==> config.mk <==
export PLATFORM = sky130hd
export DESIGN_NAME = sfst_cmp
export DESIGN_NICKNAME = d
export VERILOG_FILES = /design/src/hw/rtl/sfst_pkg.sv /design/src/hw/rtl/sfst_cmp.sv
export SDC_FILE = /design/constraint.sdc
export NUM_CORES = 1
export LEC_CHECK = 0
export BUFFER_PORTS_ARGS = -buffer_cell sky130_fd_sc_hd__buf_2
export CORE_ASPECT_RATIO = 0.75
export CORE_MARGIN = 4
export CORE_UTILIZATION = 45
export DETAILED_ROUTE_END_ITERATION = 10
export PLACE_DENSITY = 0.9
export RECOVER_POWER = 25
export REMOVE_ABC_BUFFERS = 1
export SYNTH_ARGS = -nofsm -noshare
export SYNTH_HDL_FRONTEND = slang
export SYNTH_SLANG_ARGS = --single-unit
==> constraint.sdc <==
create_clock -name vclk -period 3.9
set_clock_uncertainty 0.15 [all_clocks]
set_input_delay 0.585 -clock vclk [all_inputs]
set_output_delay 0.585 -clock vclk [all_outputs]
set_load 0.005 [all_outputs]
==> src/hw/rtl/sfst_pkg.sv <==
package sfst_pkg;

    localparam int DEPTH_DEF  = 64;
    localparam int CAP_W      = 7;
    localparam int FIELD_W    = 32;
    localparam int ENTRY_W    = 2 * FIELD_W;
    localparam int USED_W     = 7;
    localparam logic [CAP_W-1:0] CAP_RESET = 7'd64;

    typedef enum logic [1:0] {
        OP_ADD    = 2'd0,
        OP_REMOVE = 2'd1,
        OP_TAKE   = 2'd2,
        OP_NONE   = 2'd3
    } op_t;

    typedef enum logic [1:0] {
        ST_OK        = 2'd0,
        ST_DUPLICATE = 2'd1,
        ST_FULL      = 2'd2,
        ST_NOT_FOUND = 2'd3
    } status_t;

    // result of the shared entry comparator
    typedef struct packed {
        logic ge;
        logic eq;
    } cmp_res_t;

endpackage

==> src/hw/rtl/sfst_cmp.sv <==
module sfst_cmp
    import sfst_pkg::*;
(
    input  logic [ENTRY_W-1:0] entry,
    input  logic [ENTRY_W-1:0] key,
    output cmp_res_t           res
);

    // {size, offset} as one word compares in table order
    assign res.ge = (entry >= key);
    assign res.eq = (entry == key);

endmodule

==> impl_metrics.csv, run 1 <==
group,metric,value,unit
power_and_ir_drop,power_frac_clock,0,%
sta,worstMarginPinSlew,362,ps
cells_and_area,final_net_count,549,
drt,dr.pass1.iters,4,
grt,antenna_found_initial,0,
drt,antenna_left,0,
sta,fin_crit,3360,ps
drt,vias_per_cell,5.09,
logic_synthesis,synth_cells,225,
sta,setup_violations,0,
grt,grt_pass1_vias,2054,
drt,drc,0,
worst_setup_path,crit_type,"input pin to primary output",
floorplan,dieArea,0.00466,mm2
logic_synthesis,yosysTopAreaCell,"ha_1",
logic_synthesis,synth_seq_area_share,0,%
logic_synthesis,synth_compound_area_share,18.0,%
grt,grt_max_degree,5,
clock_network,cts_setup_buffers,0,
sta,rsz0062_at_grt,"no",
place,dp_hpwl,4.50,mm
clock_network,ctsHoldBuffers,0,
job,drv_cap,0,
worst_setup_path,arrival,2630,ps
logic_synthesis,ys_top_cells_by_area,"ha_1 (49%), inv_1 (15%), a21oi_1 (6.4%), nand4_1 (4.2%), nand2_1 (3.5%)",
power_and_ir_drop,p_leak,1.54,nW
cells_and_area,syn2layout_area_growth,43.0,%
cells_and_area,design.seq.count,0,
power_and_ir_drop,power.density,90.6,mW/mm2
logic_synthesis,yosys.area.top_type_share,49.1,%
cells_and_area,regArea,0,um2
sta,fmax,0.298,GHz
status,outcome,"finished, final reports clean",
cells_and_area,drive_gt1_share,38.6,%
floorplan,core-area,0.00338,mm2
sta,setup_tns,0,ps
sta,worst_slack,539,ps
power_and_ir_drop,internal-power,0.114,mW
logic_synthesis,synthTopCellsByCount,"ha_1 (64), inv_1 (64), a21oi_1 (21)",
floorplan,fp.dieW,77.5,um
worst_setup_path,worstPathMaxFanout,2,
logic_synthesis,syn_area,0.00163,mm2
clock_network,cts_resized,0,
power_and_ir_drop,p_total,0.211,mW
cells_and_area,n_antenna_cell,0,
logic_synthesis,synth-xor-area-share,0,%
grt,gr-total-overflow,0,
grt,grtUsageTotal,19.1,%
floorplan,start_util,48.3,%
sta,finalCritPeriodShare,86.2,%
power_and_ir_drop,pwr-share-comb,100.0,%
logic_synthesis,ys.warnings.count,0,
logic_synthesis,synth_cell_types,29,
cells_and_area,stdcell_count,395,
floorplan,io_pins,130,
worst_setup_path,crit_end,"res[1]",
logic_synthesis,synthMuxAreaShare,0,%
drt,drt_iter0_markers,25,
place,io_buffers,130,
power_and_ir_drop,p_seq_share,0,%
place,dp_slack,528,ps
floorplan,dieHeight,60.1,um
power_and_ir_drop,worst_ir_drop_vdd,0.0000563,V
worst_setup_path,end_kind,"primary output",
drt,routedWlPerCell,11.7,um
worst_setup_path,critPathLaunch,"key[54]",
power_and_ir_drop,p_sw_share,46.2,%
grt,grt_pass1_wl,7.67,mm
worst_hold_path,hp-class,"input pin to primary output",
place,gp_congestion,0.775,
power_and_ir_drop,power.switching,0.0976,mW
logic_synthesis,synth_top_family_by_area,"adder cells",
drt,drt-total-wl,4.62,mm
floorplan,fp-row-count,18,
worst_hold_path,hp-start,"entry[63]",
place,dpl.cell_count,395,
logic_synthesis,synth_fa_ha_area_share,49.1,%
logic_synthesis,synth_area_per_cell,7.25,um2
worst_setup_path,critPathLaunchType,"input pin",
cells_and_area,nClkBuffers,0,
logic_synthesis,synth_simple_gate_area_share,18.1,%
drt,via_count,2012,
sta,finalHoldViolations,0,
sta,slew_headroom,75.5,%
worst_setup_path,required,3160,ps
sta,finalMaxSlewViolations,0,
-- layout by cell type (no fill, tap or decap) --
cell type and n:
nor3_2 1, nor4b_1 1, nor3_1 3, inv_1 64, and4_1 2, and3_2 1, nand2_1 15, or3_4 1
a221oi_1 4, a211oi_1 1, buf_2 130, nand4_1 11, o221ai_2 1, and2_1 1, or4_1 1, nor4_1 1
o211ai_1 1, nor2_1 3, a221o_1 2, a21oi_1 21, nand3_1 6, o21ai_0 7, ha_1 64, a2111oi_0 1
and4_2 1, or2_0 1, or4b_1 1, o221a_2 2, nand2b_1 2, a21o_1 5
-- final cells by class --
type               count  area, um2
fillers              285       1050
well taps             40       50.0
repair buffers       130        651
multi-input cells    161       1390
inverters             64        240
-- power groups by stage --
stage	registers, mW	logic [mW]	clock network (mW)
finish	0	0.211	0
global placement	0	0.203	0
CTS	0	0.214	0
floorplan	0	0.116	0
global route	0	0.246	0
detailed placement	0	0.212	0
-- metrics by stage --
| step | cell area [um2] | hold slack, ps | util, % |
|---|---|---|---|
| after floorplan | 1630 | 1340 | - |
| after global placement | 2330 | 1550 | 69.0 |
| after detailed placement | 2330 | 1550 | 69.0 |
| after CTS | 2330 | 1550 | 69.0 |
| after global routing | 2330 | 1600 | 69.0 |
| final | 2330 | 1540 | 69.0 |
-- layer usage --
layer	part of all wire [%]	vias up	wire [um]	GRT usage [%]
li1	-	1055	-	-
met1	42	885	1930	20.8
met2	51	70	2340	40.8
met3	7.2	2	332	2.71
met4	0.30	0	14	1.27
met5	0	-	0	0
-- critical path, stage by stage --
cell and delay, ps:
buf_2 80, inv_1 30, ha_1 280, and4_1 220, or4b_1 460, or2_0 250, or3_4 410, o221ai_2 170
buf_2 140
-- worst min-delay path by stage --
stage | slack [ps] | cells past startpoint | to
after global routing | 1600 | 5 | res[0]
after detailed placement | 1550 | 6 | res[1]
after floorplan | 1340 | 4 | res[1]
after global placement | 1550 | 6 | res[1]
final | 1540 | 6 | res[1]
after CTS | 1550 | 6 | res[1]
-- cells by family (layout without fill, tap and decap cells) --
family	count (synthesis)	in the layout
fa+ha+maj	64	64
buf+inv	64	194
simple gates	52	52
compound gates	45	45
Note: power is estimated with default switching activity, not from simulation.
==> inputs of run 2 (changes only) <==
- CORE_UTILIZATION: 45 -> 40
- PLACE_DENSITY: 0.9 -> 0.82
==> run 2 against run 1 <==
  * Flip-flop and latch count stayed put
  * First-iteration DRC count is 84% higher
  * Wire length is 0.61% higher
  * Critical path depth stayed put
  * Via count is 3.0% lower
  * Final cell count is 3.0% higher
  * Global-route usage is 2.4 points lower
  * Clock-buffer cell count stayed put
  * Power is 0.40% lower
  * Hold slack better by 4.7 ps
==> impl_metrics.csv, run 2 (synthesis results as in run 1) <==
group,metric,value,unit
drt,vias_per_cell,4.79,
cells_and_area,fillerInstances,352,
sta,setup_violations,0,
cells_and_area,drive_gt1_share,38.6,%
worst_setup_path,critPathLaunch,"key[54]",
power_and_ir_drop,p_leak,1.54,nW
worst_setup_path,required,3160,ps
floorplan,io_pins,130,
power_and_ir_drop,p_total,0.210,mW
sta,finalMaxSlewViolations,0,
job,drv_cap,0,
worst_hold_path,hp-start,"entry[63]",
cells_and_area,n_antenna_cell,0,
place,placed_area,0.00235,mm2
cells_and_area,final_cell_mix,"buf_2 (130), inv_1 (64), ha_1 (64)",
power_and_ir_drop,power.density,89.7,mW/mm2
floorplan,dieArea,0.00517,mm2
cells_and_area,nClkBuffers,0,
sta,setup_tns,0,ps
place,dp_hpwl,4.54,mm
drt,drt_iter0_markers,46,
place,gp_congestion,0.712,
place,dpl.cell_count,407,
cells_and_area,design.seq.count,0,
worst_setup_path,end_kind,"primary output",
clock_network,ctsHoldBuffers,0,
floorplan,fp-row-count,19,
cells_and_area,final_net_count,549,
sta,rsz0062_at_grt,"no",
cells_and_area,stdcell_count,407,
worst_setup_path,crit_type,"input pin to primary output",
grt,grt_max_degree,5,
worst_hold_path,hp-class,"input pin to primary output",
floorplan,start_util,43.1,%
grt,grt_pass1_wl,7.44,mm
grt,grtUsageTotal,16.7,%
worst_setup_path,worstPathMaxFanout,2,
floorplan,fp.dieW,81.7,um
sta,finalCritPeriodShare,86.3,%
floorplan,core-area,0.00378,mm2
status,outcome,"finished, final reports clean",
cells_and_area,layout_commonest_cell,"buf_2",
cells_and_area,final_area,0.00235,mm2
grt,gr-total-overflow,0,
worst_setup_path,arrival,2630,ps
cells_and_area,syn2layout_area_growth,43.9,%
drt,antenna_left,0,
drt,drt-total-wl,4.65,mm
drt,drc,0,
sta,finalHoldViolations,0,
clock_network,cts_setup_buffers,0,
cells_and_area,regArea,0,um2
sta,slew_headroom,73.1,%
drt,dr.pass1.iters,4,
sta,fmax,0.297,GHz
drt,routedWlPerCell,11.4,um
sta,whs,1550,ps
sta,worstMarginPinSlew,393,ps
worst_hold_path,whs_path_depth,6,
place,io_buffers,130,
power_and_ir_drop,worst_ir_drop_vdd,0.0000504,V
sta,fin_crit,3370,ps
drt,via_count,1951,
grt,antenna_found_initial,0,
grt,grt_pass1_vias,1968,
worst_setup_path,critPathLaunchType,"input pin",
cells_and_area,multi_input_comb_area,0.00139,mm2
clock_network,cts_resized,0,
floorplan,dieHeight,63.3,um
-- run 2: cell counts in the layout (fill, tap and decap cells not counted) --
No cell type changed its count.
-- run 2: path summary, 6_finish.rpt --
path,to,slack (ps)
hold / removal,res[1],1550
setup / recovery,res[1],530
-- run 2: metal layers --
layer / track usage [%] / wire [um]
met1: 20.7 / 1890
met2: 32.5 / 2350
met3: 1.42 / 411
met4: 0 / 0
met5: 0 / 0
-- run 2: metrics by stage --
stage | setup slack, ps | utilization, %
after global placement | 542 | 62.1
after CTS | 516 | 62.1
after floorplan | 829 | -
final | 535 | 62.1
after detailed placement | 522 | 62.1
after global routing | 409 | 62.1
-- run 2: cell type report --
class	instances	share of cell area, %
multi-input cells	161	59.3
repair buffers	130	27.7
inverters	64	10.2
well taps	52	2.77
-- run 2: worst max-delay path: stages --
cell	delay, ps
buf_2	80
inv_1	30
ha_1	290
and4_1	220
or4b_1	460
or2_0	250
or3_4	410
o221ai_2	170
buf_2	140
-- run 2: power by group --
part	switching, mW	total (mW)	internal (mW)
registers	0	0	0
logic	0.0969	0.210	0.114
clock network	0	0	0
