`src/hw/rtl/sfst_ram.sv`:
```
module sfst_ram #(
    parameter int WIDTH = 8,
    parameter int DEPTH = 2
) (
    input  logic                     aclk,
    input  logic                     we,
    input  logic [$clog2(DEPTH)-1:0] waddr,
    input  logic [WIDTH-1:0]         wdata,
    input  logic [$clog2(DEPTH)-1:0] raddr,
    output logic [WIDTH-1:0]         rdata
);

    logic [WIDTH-1:0] mem [DEPTH];
    logic [WIDTH-1:0] rdata_reg;

    always_ff @(posedge aclk) begin
        if (we) begin
            mem[waddr] <= wdata;
        end
        rdata_reg <= mem[raddr];
    end

    assign rdata = rdata_reg;

endmodule

```
`config.mk`:
```
export PLATFORM = sky130hd
export DESIGN_NAME = sfst_ram
export DESIGN_NICKNAME = d
export VERILOG_FILES = /design/src/hw/rtl/sfst_ram.sv
export SDC_FILE = /design/constraint.sdc
export NUM_CORES = 1
export LEC_CHECK = 0
export ABC_AREA = 1
export ABC_CLOCK_PERIOD_IN_PS = 1200
export BUFFER_PORTS_ARGS = -buffer_cell sky130_fd_sc_hd__buf_2
export CAP_MARGIN = 40
export CORE_ASPECT_RATIO = 1.1
export CORE_MARGIN = 2
export CORE_UTILIZATION = 48
export DETAILED_ROUTE_END_ITERATION = 8
export PLACE_DENSITY = 0.75
export SKIP_CTS_REPAIR_TIMING = 1
export SLEW_MARGIN = 20
export SYNTH_ARGS = -nofsm -noshare
export SYNTH_HDL_FRONTEND = slang
export SYNTH_SLANG_ARGS = --single-unit
```
`constraint.sdc`:
```
create_clock -name aclk -period 1.2 [get_ports aclk]
set_input_delay 0.24 -clock aclk [delete_from_list [all_inputs] [get_ports aclk]]
set_output_delay 0.24 -clock aclk [all_outputs]
set_load 0.005 [all_outputs]
```
==> qor.yml, run 1 <==
outcome: "completed"
final_layout_size_suffix_gt1_frac: 0.312
ant_nets: 0
largest_register_ffs: 16
place_congestion: 0.626
slew_violations: 0
crit_type: "reg2out"
clk_latency_ns: 0.30
r2r_end: "rdata[5]$_DFF_P_"
instances_no_fill: 94
grt_setup_unrepaired: "false"
path_buf_inv: 1
fin_crit_ns: 0.978
start_util: 0.500
total_power_mw: 1.39
hold_end: "mem[1][5]$_DFFE_PP_"
placed_cells: 90
antenna_found_initial: 0
cts_buffer_depth: 2
final_common_cell: "nand2_1"
clock.fmax_ghz: 1.02
synth_top_area_frac: 0.632
critPathLaunchType: "flip-flop"
setup_viol: 0
tritoncts: "built"
syn_nets: 66
fillCellCount: 134
grtUsageTotal: 0.115
ys_ff_latch: 24
power_frac_clock: 0.245
cts-root-buf: "clkbuf_4"
syn_area_um2: 761
finalCritPeriodShare: 0.815
hold_depth: 1
crit_slowest_cell: "dfxtp_1"
worst_slew_pin_slew_ns: 0.313
die_h_um: 45.8
gr-total-overflow: 0
internal_power_mw: 1.11
critPathTopFamily: "flip-flops"
drc: 0
hold_class: "in2reg"
portBuffers: 19
cts_buffers: 3
viasPerCell: 4.52
slowest_delay_ns: 0.32
coreArea_mm2: 0.00152
clock_sinks: 24
grt_max_degree: 14
r2r_cells: 2
mostFrequentLayoutCells: "nand2_1, buf_2, edfxtp_1, dfxtp_1, clkbuf_4"
cts_max_level: 1
dieArea_mm2: 0.00192
nNetsFinal: 90
drtIter0Drc: 3
max-cap-violations: 0
routed_wl_um: 955
synth_cell_type_count: 7
die_w_um: 42.0
reg2reg_from: "mem[1][5]$_DFFE_PP_"
p_seq_frac: 0.690
netSwitchingPower_uw: 282
peakVddDrop_uv: 667
min_from: "wdata[5]"
skew_ns: 0.00534
cp_max_fo: 1
synthCells: 54
yosysSeqAreaShare: 0.842
critPathArrivalTime_ns: 0.74
final_area_um2: 900
pwr_density_cell_mw_per_mm2: 1550
clk_pin_slew_worst_paths_ns: 0.12
r2r_setup_slack_ns: 0.59
tns_ns: 0
yosysTopAreaCell: "edfxtp_1"
combPwrFrac: 0.065
vias: 425
num_rows: 15
cp.depth: 1
syn_to_final_growth_pct: 18.3
dp_hpwl_um: 705
swShare: 0.203
drt-pass1-iter-count: 2
antenna_cells: 0
ios: 20
grt_pass1_wl_um: 1500
yosys-top-cells-area: "edfxtp_1, dfxtp_1, nand2_1"
report.final.hold_viol_count: 0
end_kind: "output port"
grt_pass1_vias: 357
worstPathRequired_ns: 0.96
dpl_cell_area_um2: 873
syn_area_per_cell_um2: 14.1
wl_per_cell_um: 10.2
crit_chain: "buf_2"
yosys_warnings: 0
p_leak_nw: 0.406
max-slew-margin-rel: 0.791
[routing by layer]
layer / vias to the layer above / GRT usage / routed length [um]
li1: 227 / - / -
met1: 185 / 0.130 / 388
met2: 11 / 0.178 / 499
met3: 2 / 0.0397 / 55
met4: 0 / 0.0968 / 12
met5: - / 0 / 0
[worst max-delay path by stage]
stage / from / to / slack, ns
2_1_floorplan: we / mem[0][0]$_DFFE_PP_ / 0.20
3_5_place_dp: we / mem[1][6]$_DFFE_PP_ / 0.24
4_1_cts: rdata[5]$_DFF_P_ / rdata[5] / 0.19
3_3_place_gp: waddr / mem[1][6]$_DFFE_PP_ / 0.28
5_1_grt: rdata[5]$_DFF_P_ / rdata[5] / 0.16
6_report: rdata[5]$_DFF_P_ / rdata[5] / 0.22
[synthesized netlist by cell type]
master / count
buf_6: 1
dfxtp_1: 8
edfxtp_1: 16
inv_1: 2
inv_2: 1
nand2_1: 25
nor2_1: 1
[final cells by class]
cell class,instances,area [um2],share of cell area
Sequential cell,24,641,0.712
Clock inverter,1,3.75,0.00417
Tap cell,17,21.3,0.0236
Timing Repair Buffer,20,103,0.114
Clock buffer,3,22.5,0.0250
Inverter,3,11.3,0.0125
Multi-Input combinational cell,26,97.6,0.108
[power by group through the flow]
stage / registers (mW) / logic, mW / clock network (mW)
global placement: 0.977 / 0.0889 / 0
CTS: 0.960 / 0.0922 / 0.356
detailed placement: 0.979 / 0.0921 / 0
global route: 0.966 / 0.104 / 0.390
finish: 0.959 / 0.0900 / 0.341
floorplan: 0.981 / 0.0382 / 0
[cells by family after synthesis]
family                 after synthesis  synth area share
buffers and inverters                4            0.0296
DFF                                 24             0.842
and+or+nand+nor                     26             0.128
[metrics by stage]
stage	util	hold WS, ns	setup WS (ns)
floorplan	-	0.339	0.200
global placement	0.574	0.421	0.284
detailed placement	0.574	0.421	0.237
CTS	0.592	0.102	0.194
global route	0.592	0.0899	0.164
finish	0.592	0.111	0.222
(Power assumes the default switching activity.)
==> run 2: changes to the inputs <==
- ABC_CLOCK_PERIOD_IN_PS: 1200 -> 900
- clock period: 1.2 -> 0.9 ns (I/O delays scaled with it)
==> run 2 against run 1 <==
Net effect:
- the flow now finishes with violations (setup timing)
- core utilization increased by 2.4 points
- hold slack lost 0.065 ns
- cell count stayed put
- routed wire length decreased by 3.1%
- sequential power up 33%
- combinational power increased by 39%
- clock-buffer cell count is the same
- register-to-register slack got worse by 0.30 ns
- non-clock buffer count is the same
- power increased by 56%
- worst setup slack worse by 0.25 ns
- sequential share of layout area down 2.6 points
- critical path type unchanged
==> qor.yml, run 2 (synthesis results as in run 1) <==
outcome: "complete, but fails checks"
violations: "setup timing"
grt_use_met3: 0.0238  # -0.0159
path_buf_inv: 1  # unchanged
cts_buffer_depth: 2  # unchanged
worst_slew_pin_slew_ns: 0.301  # -0.0113 ns
slew_violations: 0  # unchanged
finalCritPeriodShare: 1.04
drc: 0  # unchanged
critPathLaunchType: "flip-flop"
r2r_cells: 2  # unchanged
max-slew-margin-rel: 0.799  # +0.00755
tns_ns: -0.111  # -0.111 ns
critPathTopFamily: "flip-flops"
ant_nets: 0  # unchanged
grt_pass1_wl_um: 1440  # -4.1%
report.final.hold_viol_count: 0  # unchanged
cts_buffers: 3  # unchanged
largest_register_ffs: 16  # unchanged
fin_ws_ns: -0.0317  # -0.254 ns
hold_class: "in2reg"
clock_sinks: 24  # unchanged
grt_max_degree: 15  # +1
clock.fmax_ghz: 1.07
drtIter0Drc: 8  # +5
crit_slowest_cell: "dfxtp_2"
p_leak_nw: 0.421  # +3.6%
utilization: 0.616  # +0.0239
grt_pass1_vias: 348  # -2.5%
nNetsFinal: 90  # unchanged
gr-total-overflow: 0  # unchanged
grt_setup_unrepaired: "true"
reg2reg_from: "mem[0][5]$_DFFE_PP_"
cp_max_fo: 1  # unchanged
slowest_delay_ns: 0.34  # +0.02 ns
cts-root-buf: "clkbuf_4"
portBuffers: 19  # unchanged
num_rows: 15  # unchanged
crit_chain: "buf_6"
worstPathRequired_ns: 0.72  # -0.24 ns
skew_ns: 0.0101  # +0.00473 ns
startpoint: "rdata[0]$_DFF_P_"
end_kind: "output port"
syn_to_final_growth_pct: 23.0
pwr_density_cell_mw_per_mm2: 2310  # +49%
clk_latency_ns: 0.31  # about the same
tritoncts: "built"
crit_type: "reg2out"
cp.depth: 1  # unchanged
die_h_um: 45.8  # unchanged
viasPerCell: 4.45  # -1.6%
antenna_found_initial: 0  # unchanged
mostFrequentLayoutCells: "nand2_1, buf_2, edfxtp_1, dfxtp_1, clkbuf_4"
coreArea_mm2: 0.00152  # unchanged
peakVddDrop_uv: 1340  # +100%
top_usage_layer: "met2"
final_common_cell: "nand2_1"
start_util: 0.500  # unchanged
wl_per_cell_um: 9.84  # -3.1%
fin_crit_ns: 0.932
r2r_end: "rdata[5]$_DFF_P_"
setup_viol: 8  # +8
dieArea_mm2: 0.00192  # unchanged
grt_util_met2: 0.169  # -0.00937
grtUsageTotal: 0.110  # -0.00517
cts_max_level: 1  # unchanged
ios: 20  # unchanged
grtUsageMet1: 0.133  # +0.00300
place_congestion: 0.684  # +9.1%
crit_end: "rdata[0]"
critPathArrivalTime_ns: 0.75  # about the same
final_layout_size_suffix_gt1_frac: 0.351  # +0.0390
antenna_cells: 0  # unchanged
clk_pin_slew_worst_paths_ns: 0.13  # about the same
routed_wl_um: 925  # -3.1%
r2r_setup_slack_ns: 0.29  # -0.30 ns
max-cap-violations: 0  # unchanged
die_w_um: 42.0  # unchanged
vias: 418  # -1.6%
drt-pass1-iter-count: 4  # +2
==> run 2: per-stage QoR <==
stage	hold slack (ns)	total power [mW]	worst slack, ns	instance area (um2)	instances
floorplan	0.279	1.36	0.113	763	54
global placement	0.370	1.42	0.0355	876	90
detailed placement	0.371	1.43	0.00285	876	90
CTS	0.0409	2.17	-0.0310	928	94
global route	0.0385	2.25	-0.0654	936	94
finish	0.0458	2.16	-0.0317	936	94
==> run 2: power breakdown <==
group          leakage (nW)  internal, mW  total (mW)  switching [mW]
registers             0.218          1.26        1.28          0.0192
logic                 0.175        0.0606       0.125          0.0639
clock network        0.0279         0.450       0.757           0.307
total                 0.421          1.77        2.16           0.390
==> run 2: cell type report <==
| cell class | instances | area (um2) |
|---|---|---|
| sequential | 24 | 642 |
| inverter | 3 | 11.3 |
| tap | 17 | 21.3 |
| clock buffer | 3 | 22.5 |
| clock inverter | 1 | 30.0 |
| multi-input combinational | 26 | 100 |
| timing repair buffer | 20 | 109 |
| fill | 124 | 584 |
==> run 2: worst register-to-register path: cells and delay by family (launching register included) <==
| family | cells | cell delay (ns) |
|---|---|---|
| flip-flops | 1 | 0.40 |
| AND/OR/NAND/NOR | 2 | 0.12 |
==> run 2: how the worst min path moves through the flow <==
stage,start,to,slack (ns),cells past startpoint
2_1_floorplan,wdata[0],mem[0][0]$_DFFE_PP_,0.28,0
3_3_place_gp,wdata[6],mem[0][6]$_DFFE_PP_,0.37,1
3_5_place_dp,wdata[5],mem[1][5]$_DFFE_PP_,0.37,1
4_1_cts,wdata[5],mem[0][5]$_DFFE_PP_,0.04,1
5_1_grt,wdata[1],mem[0][1]$_DFFE_PP_,0.04,1
6_report,wdata[5],mem[0][5]$_DFFE_PP_,0.05,1
==> run 2: layer usage <==
| metal | vias up | share of wire | routed length, um |
|---|---|---|---|
| met5 | - | 0 | 0 |
| li1 | 221 | - | - |
| met1 | 184 | 0.44 | 408 |
| met3 | 2 | 0.059 | 55 |
| met2 | 11 | 0.49 | 450 |
| met4 | 0 | 0.011 | 10 |
